<file path="config.mk">
export PLATFORM = sky130hd
export DESIGN_NAME = best_fit_partition_allocator
export DESIGN_NICKNAME = d
export VERILOG_FILES = /design/src/sv/bfpa_pkg.sv /design/src/sv/bfpa_cell.sv /design/src/sv/best_fit_partition_allocator.sv
export SDC_FILE = /design/constraint.sdc
export NUM_CORES = 2
export LEC_CHECK = 0
export BUFFER_PORTS_ARGS = -buffer_cell sky130_fd_sc_hd__buf_4
export CAP_MARGIN = 10
export CORE_MARGIN = 5
export CORE_UTILIZATION = 60
export CTS_CLUSTER_DIAMETER = 50
export DETAILED_ROUTE_END_ITERATION = 8
export GPL_TIMING_DRIVEN = 0
export MAX_ROUTING_LAYER = met4
export PLACE_DENSITY = 0.76
export SLEW_MARGIN = 10
export SYNTH_ARGS = -nofsm -noshare
export SYNTH_HDL_FRONTEND = slang
export SYNTH_HIERARCHICAL = 1
export SYNTH_SLANG_ARGS = --single-unit
</file>
<file path="constraint.sdc">
create_clock -name clk -period 4.5 [get_ports clk]
set_clock_uncertainty 0.05 [all_clocks]
set_input_delay 0.45 -clock clk [delete_from_list [all_inputs] [get_ports clk]]
set_output_delay 0.45 -clock clk [all_outputs]
set_load 0.005 [all_outputs]
</file>
<file path="src/sv/bfpa_pkg.sv">
// ---------------------------------------------------------------------------
// bfpa_pkg: shared types for the best-fit partition allocator
// Request and result formats, request kinds and controller states.
// ---------------------------------------------------------------------------
package bfpa_pkg;

	localparam int VAL_W = 16;
	localparam int BIDX_W = 4;
	localparam int CNT_W = 5;
	localparam logic [CNT_W-1:0] CNT_RESET = 5'd16;

	localparam logic KIND_LOAD = 1'b0;
	localparam logic KIND_ALLOC = 1'b1;

	typedef struct packed {
		logic              kind;
		logic [BIDX_W-1:0] block_index;
		logic [VAL_W-1:0]  size_value;
	} req_t;

	typedef struct packed {
		logic              allocated;
		logic [BIDX_W-1:0] chosen_block;
		logic [VAL_W-1:0]  leftover_size;
	} rsp_t;

	typedef enum logic [1:0] {
		ST_IDLE,
		ST_SCAN,
		ST_HOLD
	} state_t;

endpackage

</file>
<file path="src/sv/bfpa_cell.sv">
// ---------------------------------------------------------------------------
// bfpa_cell: one partition slot of the allocator chain
// Holds one partition size and its occupied mark, compares the passing
// search packet against them and forwards the updated packet.
// ---------------------------------------------------------------------------
module bfpa_cell #(
	parameter int NUM_BLOCKS = 16,
	parameter int SIZE_BITS = 16,
	parameter int CELL_IDX = 0
) (
	input  logic                                                 clk,
	input  logic                                                 arst_n,
	input  logic                                                 active,
	input  logic [2+SIZE_BITS-1:0]                               wr,
	input  logic [2+$clog2(NUM_BLOCKS)+SIZE_BITS+bfpa_pkg::VAL_W-1:0] pkt_in,
	output logic [2+$clog2(NUM_BLOCKS)+SIZE_BITS+bfpa_pkg::VAL_W-1:0] pkt_out
);
	import bfpa_pkg::*;

	localparam int IDX_W = $clog2(NUM_BLOCKS);
	localparam int CMP_W = (SIZE_BITS > VAL_W) ? SIZE_BITS : VAL_W;

	typedef struct packed {
		logic                 valid;
		logic                 found;
		logic [IDX_W-1:0]     idx;
		logic [SIZE_BITS-1:0] size;
		logic [VAL_W-1:0]     req;
	} pkt_t;

	typedef struct packed {
		logic                 en;
		logic                 taken;
		logic [SIZE_BITS-1:0] size;
	} wr_t;

	pkt_t                 pin;
	pkt_t                 pkt_q;
	wr_t                  w;
	logic [SIZE_BITS-1:0] size_q;
	logic                 taken_q;
	logic                 pick;

	assign pin = pkt_t'(pkt_in);
	assign w = wr_t'(wr);
	assign pkt_out = pkt_q;

	assign pick = pin.valid && active && !taken_q &&
		(CMP_W'(size_q) >= CMP_W'(pin.req)) &&
		(!pin.found || (pin.size >= size_q));

	always_ff @(posedge clk or negedge arst_n) begin
		if (!arst_n) begin
			taken_q <= 1'b0;
		end else if (w.en) begin
			taken_q <= w.taken;
		end
	end

	always_ff @(posedge clk) begin
		if (w.en) begin
			size_q <= w.size;
		end
	end

	always_ff @(posedge clk or negedge arst_n) begin
		if (!arst_n) begin
			pkt_q <= '0;
		end else begin
			pkt_q.valid <= pin.valid;
			pkt_q.req <= pin.req;
			if (pick) begin
				pkt_q.found <= 1'b1;
				pkt_q.idx <= IDX_W'(CELL_IDX);
				pkt_q.size <= size_q;
			end else begin
				pkt_q.found <= pin.found;
				pkt_q.idx <= pin.idx;
				pkt_q.size <= pin.size;
			end
		end
	end

endmodule

</file>
<file path="src/sv/best_fit_partition_allocator.sv">
// ---------------------------------------------------------------------------
// best_fit_partition_allocator: best-fit fixed-partition allocator
//
//   channel   ports                          direction
//   request   in_valid, in_stall, in_data    into the block
//   result    out_valid, out_stall, out_data out of the block
//   config    cfg_we, cfg_data               into the block
//
// A load request produces no result.
// An allocation request sends one search packet down the chain of partition
// cells, one cell per cycle.
// Reset clears all occupied marks and sets the partition count to 16.
// A result held by out_stall blocks the next allocation at its last step.
// ---------------------------------------------------------------------------
module best_fit_partition_allocator #(
	parameter int NUM_BLOCKS = 16,
	parameter int SIZE_BITS = 16
) (
	input  logic                                   clk,
	input  logic                                   arst_n,
	input  logic                                   in_valid,
	output logic                                   in_stall,
	input  bfpa_pkg::req_t                         in_data,
	output logic                                   out_valid,
	input  logic                                   out_stall,
	output bfpa_pkg::rsp_t                         out_data,
	input  logic                                   cfg_we,
	input  logic [bfpa_pkg::CNT_W-1:0]             cfg_data
);
	import bfpa_pkg::*;

	localparam int IDX_W = $clog2(NUM_BLOCKS);
	localparam int CMP_W = (SIZE_BITS > VAL_W) ? SIZE_BITS : VAL_W;

	typedef struct packed {
		logic                 valid;
		logic                 found;
		logic [IDX_W-1:0]     idx;
		logic [SIZE_BITS-1:0] size;
		logic [VAL_W-1:0]     req;
	} pkt_t;

	typedef struct packed {
		logic                 en;
		logic                 taken;
		logic [SIZE_BITS-1:0] size;
	} wr_t;

	state_t               state_q;
	state_t               state_d;
	logic [CNT_W-1:0]     blk_cnt_q;
	logic                 start_q;
	logic [VAL_W-1:0]     req_q;
	pkt_t                 fin_q;
	logic                 out_valid_q;
	rsp_t                 out_q;

	pkt_t                 pkt [NUM_BLOCKS+1];
	wr_t                  wr [NUM_BLOCKS];
	logic [NUM_BLOCKS-1:0] active;
	logic [NUM_BLOCKS-1:0] commit_hit;
	logic [NUM_BLOCKS:0]   pkt_valid;

	logic                 accept;
	logic                 load_go;
	logic                 alloc_go;
	logic                 out_free;
	logic                 commit_go;
	pkt_t                 src;
	logic [CMP_W-1:0]     diff;
	logic [SIZE_BITS-1:0] new_size;
	rsp_t                 rsp;

	assign accept = in_valid && !in_stall;
	assign load_go = accept && (in_data.kind == KIND_LOAD);
	assign alloc_go = accept && (in_data.kind == KIND_ALLOC);
	assign out_free = !out_valid_q || !out_stall;

	assign pkt[0].valid = start_q;
	assign pkt[0].found = 1'b0;
	assign pkt[0].idx = '0;
	assign pkt[0].size = '0;
	assign pkt[0].req = req_q;

	assign src = (state_q == ST_SCAN) ? pkt[NUM_BLOCKS] : fin_q;
	assign diff = CMP_W'(src.size) - CMP_W'(src.req);
	assign new_size = diff[SIZE_BITS-1:0];

	always_comb begin
		rsp.allocated = src.found;
		rsp.chosen_block = src.found ? BIDX_W'(src.idx) : '0;
		rsp.leftover_size = src.found ? VAL_W'(CMP_W'(new_size)) : '0;
	end

	generate
		for (genvar i = 0; i < NUM_BLOCKS; i++) begin : g_cell
			assign active[i] = (32'(blk_cnt_q) > 32'(i));
			assign commit_hit[i] = commit_go && src.found && (src.idx == IDX_W'(i));
			assign pkt_valid[i] = pkt[i].valid;

			always_comb begin
				wr[i].en = commit_hit[i] ||
					(load_go && (32'(in_data.block_index) == 32'(i)));
				wr[i].taken = commit_hit[i];
				wr[i].size = commit_hit[i] ? new_size : SIZE_BITS'(in_data.size_value);
			end

			bfpa_cell #(
				.NUM_BLOCKS(NUM_BLOCKS),
				.SIZE_BITS(SIZE_BITS),
				.CELL_IDX(i)
			) u_cell (
				.clk(clk),
				.arst_n(arst_n),
				.active(active[i]),
				.wr(wr[i]),
				.pkt_in(pkt[i]),
				.pkt_out(pkt[i+1])
			);
		end
	endgenerate

	assign pkt_valid[NUM_BLOCKS] = pkt[NUM_BLOCKS].valid;

	always_comb begin
		state_d = state_q;
		in_stall = 1'b1;
		commit_go = 1'b0;
		case (state_q)
			ST_IDLE: begin
				in_stall = 1'b0;
				if (alloc_go) begin
					state_d = ST_SCAN;
				end
			end
			ST_SCAN: begin
				if (pkt[NUM_BLOCKS].valid) begin
					if (out_free) begin
						commit_go = 1'b1;
						state_d = ST_IDLE;
					end else begin
						state_d = ST_HOLD;
					end
				end
			end
			ST_HOLD: begin
				if (out_free) begin
					commit_go = 1'b1;
					state_d = ST_IDLE;
				end
			end
			default: begin
				state_d = ST_IDLE;
			end
		endcase
	end

	always_ff @(posedge clk or negedge arst_n) begin
		if (!arst_n) begin
			state_q <= ST_IDLE;
			blk_cnt_q <= CNT_RESET;
			start_q <= 1'b0;
			out_valid_q <= 1'b0;
		end else begin
			state_q <= state_d;
			start_q <= alloc_go;
			if (cfg_we) begin
				blk_cnt_q <= cfg_data;
			end
			if (commit_go) begin
				out_valid_q <= 1'b1;
			end else if (!out_stall) begin
				out_valid_q <= 1'b0;
			end
		end
	end

	always_ff @(posedge clk) begin
		if (alloc_go) begin
			req_q <= in_data.size_value;
		end
		if (pkt[NUM_BLOCKS].valid) begin
			fin_q <= pkt[NUM_BLOCKS];
		end
		if (commit_go) begin
			out_q <= rsp;
		end
	end

	assign out_valid = out_valid_q;
	assign out_data = out_q;

	a_one_packet: assert property (@(posedge clk) disable iff (!arst_n)
		$onehot0(pkt_valid))
		else $error("more than one search packet in the chain");

	a_done_in_scan: assert property (@(posedge clk) disable iff (!arst_n)
		pkt[NUM_BLOCKS].valid |-> state_q == ST_SCAN)
		else $error("search finished outside the scan state");

	a_one_commit: assert property (@(posedge clk) disable iff (!arst_n)
		commit_go |-> $onehot0(commit_hit) && state_q != ST_IDLE)
		else $error("bad partition commit");

	a_miss_zero: assert property (@(posedge clk) disable iff (!arst_n)
		$rose(out_valid_q) && !out_q.allocated |->
			out_q.chosen_block == '0 && out_q.leftover_size == '0)
		else $error("unallocated result carries nonzero fields");

	a_no_load_busy: assert property (@(posedge clk) disable iff (!arst_n)
		state_q != ST_IDLE |-> !accept)
		else $error("request accepted while busy");

endmodule
</file>
# Word level (Yosys, flattened, before mapping)
# Index checks and enable logic that the tools add are counted.
[classes]
add_sub_neg = 1
reduce_logical = 168
n_bitwise = 1
n_lt_le_gt_ge = 47
n_eq_ne = 36
n_mux = 44
[ops]
columns = ["operator", "n"]
rows = [
  ["$ge A16 B16 Y1", 31],
  ["$mux W21", 16],
  ["$mux W16", 16],
  ["$logic_and A1 B1 Y1", 99],
  ["$eq A4 B4 Y1 const B", 16],
  ["$gt A5 B4 Y1 const B", 8],
  ["$mux W37", 1],
  ["$logic_not A1 Y1", 33],
  ["$eq A4 B3 Y1 const B", 8],
  ["$logic_or A1 B1 Y1", 32],
  ["$gt A5 B3 Y1 const B", 4],
  ["$eq A4 B2 Y1 const B", 4],
  ["$sub A16 B16 Y16", 1],
  ["$gt A5 B1 Y1 const B", 2],
  ["$gt A5 B2 Y1 const B", 2],
  ["$eq A4 B1 Y1 const B", 2],
  ["$logic_not A4 Y1", 2],
  ["$mux W2", 4],
  ["$pmux W2 S3", 1],
  ["$mux W1", 5],
  ["$ne A2 B1 Y1 const B", 2],
  ["$ne A2 B2 Y1 const B", 2],
  ["$reduce_and A3 Y1", 1],
  ["$eq A2 B1 Y1 const B", 1],
  ["4 further kinds", 4],
]
[word_totals]
wordCells = 421
input_bits = 31
register_bits = 963
out_inout_bits = 23

# Longest topological paths before layout
[depth]
ltp_word = 8
depth_mapped = 16
ltp_nobuf = 12

# Hierarchy
# The synthesis kept the hierarchy.
[modules_own_cells]
columns = ["module", "area_per_inst_um2", "seq_area_each_um2", "cells_each", "instances"]
rows = [
  ["bfpa_cell", 2561.2, 1456.4, 193, 16],
  ["best_fit_partition_allocator", 7556.0, 2448.6, 1064, 1],
]

# Worst setup path after synthesis
# No wires, ideal clock.
[synth_timing]
kind = "flip-flop to flip-flop"
from = "register state_q[1]"
to = "register g_cell[10].u_cell.size_q[8], data pin"
setup_time_ns = 0.267
arrival_ns = 3.757
synth_period_minus_slack_ns = 4.074
path_stages_with_launch = 15
setup_slack_ns = 0.426
required_time_ns = 4.183
n_path_buf = 4
path_cell_list = "dfrtp_1 inv_1 ha_1 buf_2 buf_4 clkbuf_1 mux2_2 fa_1 a21oi_1 o21ai_1 a41oi_2 nand2_1 xnor2_1 clkbuf_1 o21ai_0"
[synth_lines]
columns = ["element", "line", "text"]
rows = [
  ["start: declaration", "best_fit_partition_allocator.sv:49", "state_t state_q;"],
  ["start signal: assignment", "best_fit_partition_allocator.sv:165", "state_q <= state_d;"],
  ["end signal: assignment", "bfpa_cell.sv:62", "size_q <= w.size;"],
  ["end: declaration", "bfpa_cell.sv:40", "logic [SIZE_BITS-1:0] size_q;"],
]

==> impl_metrics.ini <==
[grt]
grt_pass1_wl_um = 206000
grt_pass1_vias = 33870
grt_overflow = 0
grt_start_max_net_pins = 115
antenna_found_initial = 9
global_route.usage.total_pct = 32.66

[clock_network]
htree_levels = 3
clock_sinks = 963
cts_max_path_buffers = 3
cts_tree = done
clockRootBuffer = clkbuf_16
clk_latency_ns = 0.69
clk_pin_slew_worst_paths_ns = 0.06
cts_buffers = 108

[worst_setup_path]
cp_data_arrival_time_ns = 4.76
worstSetupEndpointType = register
crit_required_ns = 4.83
crit_type = register to register
cp-startpoint = state_q[1]
rr_worst_depth = 12
worstPathMaxFanout = 10
crit_path_start_kind = register
crit_chain = inv_1 -> ha_4 -> buf_4 -> buf_6 -> clkbuf_8 -> mux2i_1 -> ha_1 -> clkbuf_1 -> clkbuf_1 -> nor2_1 -> mux2i_1 -> o311ai_4
cp_slowest_cell = clkbuf_1
r2r_start = state_q[1]
cpPeakStageDelay_ns = 0.58

[placement]
globalplace.congestion = 0.9646
numPortBuffers = 53
dp_hpwl_um = 102200
pre_cts_ws_ns = -1.924
placed_area_mm2 = 0.05093

[floorplan]
die_h_um = 294.4
ios = 54
die_x_um = 294.4
row_count = 104
core_mm2 = 0.08042
initial_utilization_pct = 60.35
die_area_mm2 = 0.08668

[min_path]
hold_depth = 2
min_from = cfg_data[0]
hold_path.class = input port to register

[yosys]
synth_compound_area_share_pct = 9.211
synth-simple-area-share_pct = 8.499
ys_ff_latch = 963
synth_top_area_cell = dfrtp_1
synth_xor_area_share_pct = 0.2681
synth_top_family_by_area = adder cells
synth_edf_count = 330
yosysUniqueCellTypes = 70
async_flop_share_pct = 65.73
synthFlopType = dfrtp_1
synthCells = 4152
synthMuxAreaShare_pct = 9.018
syn_area_per_cell_um2 = 11.69
yosys.area_share.adder_pct = 13.70
yosysTopAreaCellShare_pct = 32.58
yosysWarnings = 6
synth.area.top_cells = dfrtp_1 (33%), edfxtp_1 (20%), ha_1 (14%), mux2_4 (6.9%), inv_1 (4.6%)
yosysSeqAreaShare_pct = 53.06
synth_area_mm2 = 0.04854

[sta]
drv_slew = 0
timing.fmax_ghz = 0.2255
fin_crit_sh_pct = 98.57
min_period_ns = 4.436
setup_violations = 0
relSlewSlack_pct = 7.906
fin_ws_ns = 0.06442
worst_pin_slew_ns = 1.381
hold_viol = 0

[final_layout]
drive_gt1_share_pct = 15.96
area_growth_pct = 14.18
fin_area_mm2 = 0.05542
fin_nets = 4971
fill_cells = 5695

[drt]
dr_total_vias = 33660
wire_per_inst_um = 24.88
vias_per_cell = 6.041
ant_nets = 0
drt_iter0_drc = 3409
drc = 0
dr.pass1.iters = 8
wirelength_um = 138600

[pwr]
p_leak_nw = 26.76
ir_drop_mv = 0.6587
powerDensity_mw_per_mm2 = 546.1

[run]
maxCapViolations = 0

[status]
status = finished, final reports clean
[worst max-delay path, delay by kind of cell, from the launching register on]
kind	cells	cell delay, ns
buffers and inverters	6	1.81
adder cells (fa/ha/maj)	2	0.59
multiplexers	2	0.81
AND/OR/NAND/NOR	1	0.21
AO/OA/AOI/OAI	1	0.23
flip-flops	1	0.41
[stage by stage]
stage / setup TNS (ns) / std cells / power [mW] / hold WS (ns) / util (%)
after global routing: -0.02484 / 5570 / 31.15 / 0.02075 / 68.91
final: 0 / 5571 / 30.26 / 0.05429 / 68.91
after global placement: -2855.49 / 5301 / 19.22 / 0.3061 / 62.67
after floorplan: 0 / 4188 / 15.29 / 0.1044 / -
after CTS: 0 / 5555 / 29.40 / 0.01388 / 68.69
after detailed placement: -269.01 / 5324 / 19.56 / 0.3095 / 63.34
[final cells by class]
cell class / instances / area [um^2] / share of cell area (%)
antenna: 6 / 15.01 / 0.02709
buffer: 144 / 898.4 / 1.621
clock buffer: 144 / 3054 / 5.511
clock inverter: 62 / 675.6 / 1.219
inverter: 592 / 2222 / 4.010
multi-input combinational: 2488 / 20320 / 36.67
sequential: 963 / 25750 / 46.47
tap: 1060 / 1326 / 2.393
timing repair buffer: 112 / 1154 / 2.082
[repair_timing]
action / 4_1_cts / 5_1_grt
hold buffers: 19 / 0
buffers inserted: 6 / 10
gates resized for setup: 71 / 19
pin swaps: 6 / 8
hold endpoints to repair: 73 / 0
cloned: 0 / 1
endpoints found under the setup margin: 258 / 160
[layout by cell type (no fill, tap or decap), drive strengths merged, types with 6 or more instances in the layout]
master,Yosys,layout
a211oi,23,23
or3,27,27
dlygate4sd3,0,19
mux2i,36,36
mux2,282,282
nand3,85,85
buf,69,161
conb,1,37
nor2,98,98
o2111a,16,16
a21o,34,34
xnor2,9,9
bufinv,0,8
nand2b,61,61
and2,38,38
nor3,21,21
o21ai,363,363
ha,530,530
a31oi,18,18
a221oi,16,16
diode,0,6
inv,591,607
clkbuf,76,220
a21oi,200,200
edfxtp,330,330
clkinvlp,0,7
a2111o,16,16
clkinv,1,32
nand4,92,92
dfrtp,632,632
nor4,19,19
o2111ai,17,17
nand2,379,379
o311ai,11,11
nor3b,16,16
[cells in the mapped netlist (25+ instances only)]
cell and number:
dfrtp_1 632, inv_1 590, ha_1 530, nand2_1 379, o21ai_0 360, edfxtp_1 330, mux2_4 224, a21oi_1 198
nor2_1 98, nand3_1 85, nand4_1 75, clkbuf_1 74, nand2b_1 61, mux2_2 58, and2_1 37, mux2i_1 36
a21o_1 34, buf_6 32, or3_1 26, buf_1 25
[sequential cells by signal, summed over array words and instances (netlist names)]
name,flops
state_q,2
blk_cnt_q,5
req_q,16
start_q,1
g_cell.u_cell/taken_q,16
out_data,21
fin_q,37
out_valid,1
g_cell.u_cell/size_q,256
g_cell.u_cell/pkt_out,608
[worst paths after layout]
check / end / slack (ns)
max reg2reg: g_cell[4].u_cell/size_q[12] / 0.06
min in group asynchronous: g_cell[15].u_cell/pkt_out[28] / 0.22
max in group asynchronous: g_cell[7].u_cell/pkt_out[16] / 2.37
max: g_cell[4].u_cell/size_q[12] / 0.06
min reg2reg: g_cell[15].u_cell/pkt_out[7] / 0.31
min: blk_cnt_q[0] / 0.05
[kinds of logic after synthesis]
logic type	after synthesis
adders and majority gates	531
DFF	963
buffers and inverters	737
other	1
AOI/OAI and AO/OA	739
and+or+nand+nor	849
muxes	318
xor gates and xnor gates	14
[routing by layer]
metal  share of wire (%)  GRT usage (%)  wire length, um  up-vias
met5                   0              -                0        -
met4                 5.4          13.77             7504        0
met3                 8.4          6.684            11680      464
met2                  46          50.21            63370     1581
met1                  40          42.81            56040    16670
li1                    -              -                -    14940
[power breakdown]
group          total (mW)  switching [mW]  internal (mW)
clock network        9.06            3.76           5.31
logic                10.1            6.66           3.41
registers            11.1           0.867           10.3
(Power assumes the default switching activity.)
